File: src/rdz_pkg.sv
// ----------------------------------------------------------------------------
// rdz_pkg: shared constants of the radial dead zone scaler
// register indexes, reset values and output format widths
// ----------------------------------------------------------------------------
`default_nettype none
package rdz_pkg;
   localparam int SAMPLE_BITS_DEF = 16;
   localparam int REG_BITS        = 16;
   localparam int OUT_BITS        = 16;
   localparam int FRAC_BITS       = 15;
   localparam int QUOT_BITS       = 17;

   localparam logic REG_DEAD_ZONE  = 1'b0;
   localparam logic REG_FULL_SCALE = 1'b1;

   localparam logic [REG_BITS-1:0] DEAD_ZONE_RST  = 16'd8000;
   localparam logic [REG_BITS-1:0] FULL_SCALE_RST = 16'd32767;

   localparam logic [OUT_BITS-1:0] POS_MAX = 16'h7fff;
endpackage
`default_nettype wire

File: src/rdz_sqrt.sv
// ----------------------------------------------------------------------------
// rdz_sqrt: pipelined integer square root
// one root bit per register stage, side data travels alongside
// ----------------------------------------------------------------------------
`default_nettype none
module rdz_sqrt #(
   parameter int ROOT_BITS = rdz_pkg::SAMPLE_BITS_DEF,
   parameter int SIDE_BITS = 1
) (
   input  wire logic                   clock,
   input  wire logic                   reset,
   input  wire logic                   en,
   input  wire logic                   in_valid,
   input  wire logic [2*ROOT_BITS-1:0] in_radicand,
   input  wire logic [SIDE_BITS-1:0]   in_side,
   output logic                        out_valid,
   output logic [ROOT_BITS-1:0]        out_root,
   output logic [SIDE_BITS-1:0]        out_side
);
   localparam int RW = ROOT_BITS + 3;

   logic                   vld_st  [0:ROOT_BITS];
   logic [2*ROOT_BITS-1:0] rad_st  [0:ROOT_BITS];
   logic [ROOT_BITS-1:0]   root_st [0:ROOT_BITS];
   logic [RW-1:0]          rem_st  [0:ROOT_BITS];
   logic [SIDE_BITS-1:0]   side_st [0:ROOT_BITS];

   assign vld_st[0]  = in_valid;
   assign rad_st[0]  = in_radicand;
   assign root_st[0] = '0;
   assign rem_st[0]  = '0;
   assign side_st[0] = in_side;

   for (genvar j = 0; j < ROOT_BITS; j++) begin : g_stage
      logic                   vld_ff;
      logic [2*ROOT_BITS-1:0] rad_ff;
      logic [ROOT_BITS-1:0]   root_ff;
      logic [RW-1:0]          rem_ff;
      logic [SIDE_BITS-1:0]   side_ff;
      logic [RW-1:0]          rem_sh;
      logic [RW-1:0]          trial;
      logic                   ge;

      assign rem_sh = {rem_st[j][RW-3:0], rad_st[j][2*ROOT_BITS-1 -: 2]};
      assign trial  = {1'b0, root_st[j], 2'b01};
      assign ge     = rem_sh >= trial;

      always_ff @(posedge clock) begin
         if (reset) begin
            vld_ff <= 1'b0;
         end else if (en) begin
            vld_ff <= vld_st[j];
         end
      end

      always_ff @(posedge clock) begin
         if (en) begin
            rad_ff  <= {rad_st[j][2*ROOT_BITS-3:0], 2'b00};
            root_ff <= {root_st[j][ROOT_BITS-2:0], ge};
            rem_ff  <= ge ? rem_sh - trial : rem_sh;
            side_ff <= side_st[j];
         end
      end

      assign vld_st[j+1]  = vld_ff;
      assign rad_st[j+1]  = rad_ff;
      assign root_st[j+1] = root_ff;
      assign rem_st[j+1]  = rem_ff;
      assign side_st[j+1] = side_ff;
   end

   assign out_valid = vld_st[ROOT_BITS];
   assign out_root  = root_st[ROOT_BITS];
   assign out_side  = side_st[ROOT_BITS];
endmodule
`default_nettype wire

File: config.mk
export PLATFORM = sky130hd
export DESIGN_NAME = rdz_sqrt
export DESIGN_NICKNAME = d
export VERILOG_FILES = /design/src/rdz_pkg.sv /design/src/rdz_sqrt.sv
export SDC_FILE = /design/constraint.sdc
export NUM_CORES = 1
export LEC_CHECK = 0
export ABC_CLOCK_PERIOD_IN_PS = 2800
export BUFFER_PORTS_ARGS = -buffer_cell sky130_fd_sc_hd__buf_2
export CORE_MARGIN = 4
export CORE_UTILIZATION = 59
export CTS_BUF_LIST = sky130_fd_sc_hd__clkbuf_4 sky130_fd_sc_hd__clkbuf_8
export CTS_CLUSTER_DIAMETER = 30
export DETAILED_ROUTE_END_ITERATION = 6
export PLACE_DENSITY_LB_ADDON = 0.08
export SLEW_MARGIN = 5
export SYNTH_ARGS = -nofsm -noshare
export SYNTH_HDL_FRONTEND = slang
export SYNTH_SLANG_ARGS = --single-unit
File: constraint.sdc
create_clock -name clock -period 2.8 [get_ports clock]
set_clock_uncertainty 0.05 [all_clocks]
set_input_delay 0.84 -clock clock [delete_from_list [all_inputs] [get_ports clock]]
set_output_delay 0.84 -clock clock [all_outputs]
set_load 0.02 [all_outputs]
==> results.tsv <==
stage	metric	value	unit
outcome	status	finished, final reports clean	
critical_path	worst reg-to-reg setup slack	80	ps
sta	Final Cycle Share	0.973	
power_and_ir_drop	Sw Share	0.263	
power_and_ir_drop	Pint	19.4	mW
drt	drt drc	0	
placement	RePlAce Congestion	0.848	
yosys	mux cell area share after synthesis	0.0217	
sta	fin crit period	2720	ps
critical_path	R2R Path Start	g_stage[13].root_ff[5]	
global_routing	antenna violations before repair	0	
finish	most frequent cells in the layout	edfxtp_1 (629), inv_1 (193), nor2_1 (154), ha_1 (150), clkbuf_8 (136)	
critical_path	CP top delay family	compound AO/OA/AOI/OAI gates	
sta	FMAX	367	MHz
critical_path	R2R depth	9	
placement	dpl cells	3008	
floorplanning	# rows	81	
clocking	Clock Sinks	645	
power_and_ir_drop	Clk pwr share	0.381	
sta	worst hold slack	196	ps
yosys	Avg Inst Size Synth	13.3	um^2
floorplanning	starting density of the core	0.602	
power_and_ir_drop	Reg power frac	0.472	
yosys	prevailing post-synth register cell	edfxtp_1	
hold_path	hold path cells	1	
finish	number of fill cells	3485	
clocking	root buffer cell	clkbuf_8	
drt	Routed Antenna Nets	0	
critical_path	critical path capture point type	register	
global_routing	grt met3 use	0.0469	
global_routing	global routing met2 resource utilization	0.331	
drt	initial DRC count	1209	
critical_path	Worst Path Buf+Inv	2	
drt	vias	18100	
floorplanning	Die Span Y	232	um
finish	Core Util, Final	0.698	
drt	WL/cell	16.7	um
finish	layout cells sized above 1	0.176	
sta	Rel. slew slack	0.522	
global_routing	vias in the first global route	18100	
hold_path	Min-Delay Path Class	in2reg	
global_routing	grt ovf	0	
drt	Vias per Instance	5.56	
power_and_ir_drop	part of the power in combinational logic	0.147	
clocking	Num CTS Buffers	133	
yosys	async set or reset register ratio after synthesis	0	
global_routing	GRT Max-Usage Layer	met2	
floorplanning	I/O Pins	55	
yosys	Seq/Total Area, Yosys	0.648	
sta	Max Slew Vio Count	0	
yosys	complex-gate fraction of the synthesized area	0.0911	
power_and_ir_drop	LEAKAGE	13.5	nW
global_routing	gr usage total	0.206	
yosys	Adder-Cell Fraction of Synth Area	0.0642	
hold_path	Hold Startpoint	in_radicand[20]	
finish	final instance area	34400	um^2
yosys	XOR/XNOR Fraction of Synth Area	0.0461	
yosys	Syn Std Cell Area	29600	um^2
clocking	Clk Latency, worst-skew pair	770	ps
run	Max-Cap Viols	0	
critical_path	crit-path cells	inv_1 > ha_1 > and3_1 > o21ai_0 > o221a_2 > buf_4 > nor2_1 > or3_1 > o211a_1	
floorplanning	core area	49300	um^2
critical_path	startpoint types	register	
yosys	largest family of logic cells by synthesized area	simple AND/OR/NAND/NOR gates	
clocking	Max Buffers Root-to-Sink	3	
finish	most common cell after layout, fill and taps aside	edfxtp_1	
yosys	number of synthesized flops with an enable pin	629	
critical_path	critical path type	reg2reg	
power_and_ir_drop	cell area power density	765	nW/um^2
sta	RSZ-0062 raised after global routing	true	
finish	non-filler cells, final	3253	
finish	area of the multi-input gates	9620	um^2
yosys	count of cell types in the netlist	80	
critical_path	CP max-delay cell	edfxtp_1	
finish	nets@finish	2670	
drt	final wirelength	54.4	mm
yosys	Mapped Nets	2420	
drt	DRT Pass-1 Iters	5	
critical_path	worst-path fanout max	6	
global_routing	GRT met1 Usage	0.276	
placement	I/O Buffers	54	
sta	Final Hold Viols	0	
yosys	Synth Area in Simple Gates	0.0981	
global_routing	largest net degree at the start of global routing	90	
finish	Area Overhead vs Synth	15.9	%
critical_path	Req. time, crit path	3230	ps
critical_path	RR Endpoint	g_stage[14].rem_ff[15]	
placement	DPL Wire Length	38.7	mm
yosys	Yosys Warn Count	0	
clocking	CTS tree	built	
power_and_ir_drop	total power draw	26.3	mW
finish	n_diodes	0	
critical_path	crit path launch	g_stage[13].root_ff[5]	
global_routing	first-pass GRT wire length	89.3	mm
clocking	CTS clk-pin slew, worst paths	50	ps
floorplanning	Die W	232	um
sta	final setup fails	0	
hold_path	Hold Crit Endpoint	g_stage[0].rad_ff[22]	
power_and_ir_drop	VDD IR-drop max	0.000652	V
critical_path	CP arrival	3160	ps
sta	worst-margin pin slew	700	ps
power_and_ir_drop	NetSw	6.91	mW
placement	placed cell area	31400	um^2
critical_path	critical path's largest stage delay	400	ps
finish	register area	19200	um^2
yosys	#FFs+latches synth	645	
floorplanning	DIE AREA	53900	um^2
yosys	Mapped Cells	2231	
clocking	H-tree depth	4	
stage by stage:
step	TNS, ps	worst slack [ps]
final	0	75.9
after global routing	-64.0	-60.6
after CTS	0	45.8
after detailed placement	-920	-91.7
after global placement	0	51.0
after floorplan	0	110
power by group through the flow:
stage / registers, mW / logic (mW) / clock network [mW]
floorplan: 12.4 / 2.63 / 0
global placement: 12.6 / 3.71 / 0
detailed placement: 12.6 / 3.79 / 0
CTS: 12.4 / 3.83 / 10.3
global route: 12.5 / 4.32 / 10.8
finish: 12.4 / 3.87 / 10.0
registers in the layout, indices dropped and copies added (netlist names):
register         cells
g_stage.root_ff    120
g_stage.side_ff     15
out_side             1
out_root            16
out_valid            1
g_stage.rad_ff     240
g_stage.rem_ff     237
g_stage.vld_ff      15
cells by family after synthesis:
kind of cell    Yosys count
flops                   645
compound gates          418
fa+ha+maj               152
mux                      60
xor+xnor                156
buf+inv                 231
simple gates            568
other cells               1
cell usage after synthesis, types with 14 or more instances:
| library cell | number | area share |
|---|---|---|
| edfxtp_1 | 629 | 0.64 |
| inv_1 | 193 | 0.024 |
| nor2_1 | 155 | 0.020 |
| ha_1 | 152 | 0.064 |
| a21oi_1 | 111 | 0.019 |
| o21ai_0 | 108 | 0.018 |
| nand2_1 | 92 | 0.012 |
| xnor2_1 | 78 | 0.023 |
| xor2_1 | 78 | 0.023 |
| nand3_1 | 63 | 0.011 |
| nor3_1 | 58 | 0.0098 |
| o21a_1 | 36 | 0.0091 |
| a21o_1 | 33 | 0.0084 |
| mux2_2 | 33 | 0.013 |
| nor4_1 | 27 | 0.0057 |
| mux2i_1 | 26 | 0.0088 |
| or3_1 | 25 | 0.0053 |
| clkbuf_1 | 23 | 0.0029 |
| nor2b_1 | 21 | 0.0044 |
| nand2b_1 | 18 | 0.0038 |
| o31ai_1 | 17 | 0.0043 |
| dfxtp_1 | 16 | 0.011 |
| nand4_1 | 16 | 0.0034 |
| or4_1 | 15 | 0.0038 |
| and3_1 | 14 | 0.0030 |
routing by layer:
layer	up-vias	part of all wire
met5	-	0
met4	0	0.025
met3	108	0.050
met2	467	0.47
met1	8632	0.45
li1	8885	-
worst max-delay path by stage:
stage	to	cells after the start
after floorplan	g_stage[12].rem_ff[13]	11
after global placement	g_stage[14].rem_ff[4]	9
after detailed placement	g_stage[11].rem_ff[6]	7
after CTS	g_stage[7].rem_ff[4]	7
after global routing	g_stage[14].rem_ff[12]	9
final	g_stage[14].rem_ff[15]	9
cell type report:
cell class	instances	share of cell area
well taps	664	0.0242
flip-flops and latches	645	0.559
clock inverters	81	0.0215
clock buffers	162	0.0602
inverters	195	0.0213
multi-input cells	1355	0.280
repair buffers	151	0.0337
what timing repair did:
item                       4_1_cts  5_1_grt
setup endpoints to repair       11       44
pin swaps                        0        1
buffers inserted                 0        2
hold buffers                     0        0
gates resized for setup          2       18
No activity file was read; power rests on OpenSTA's default activity.
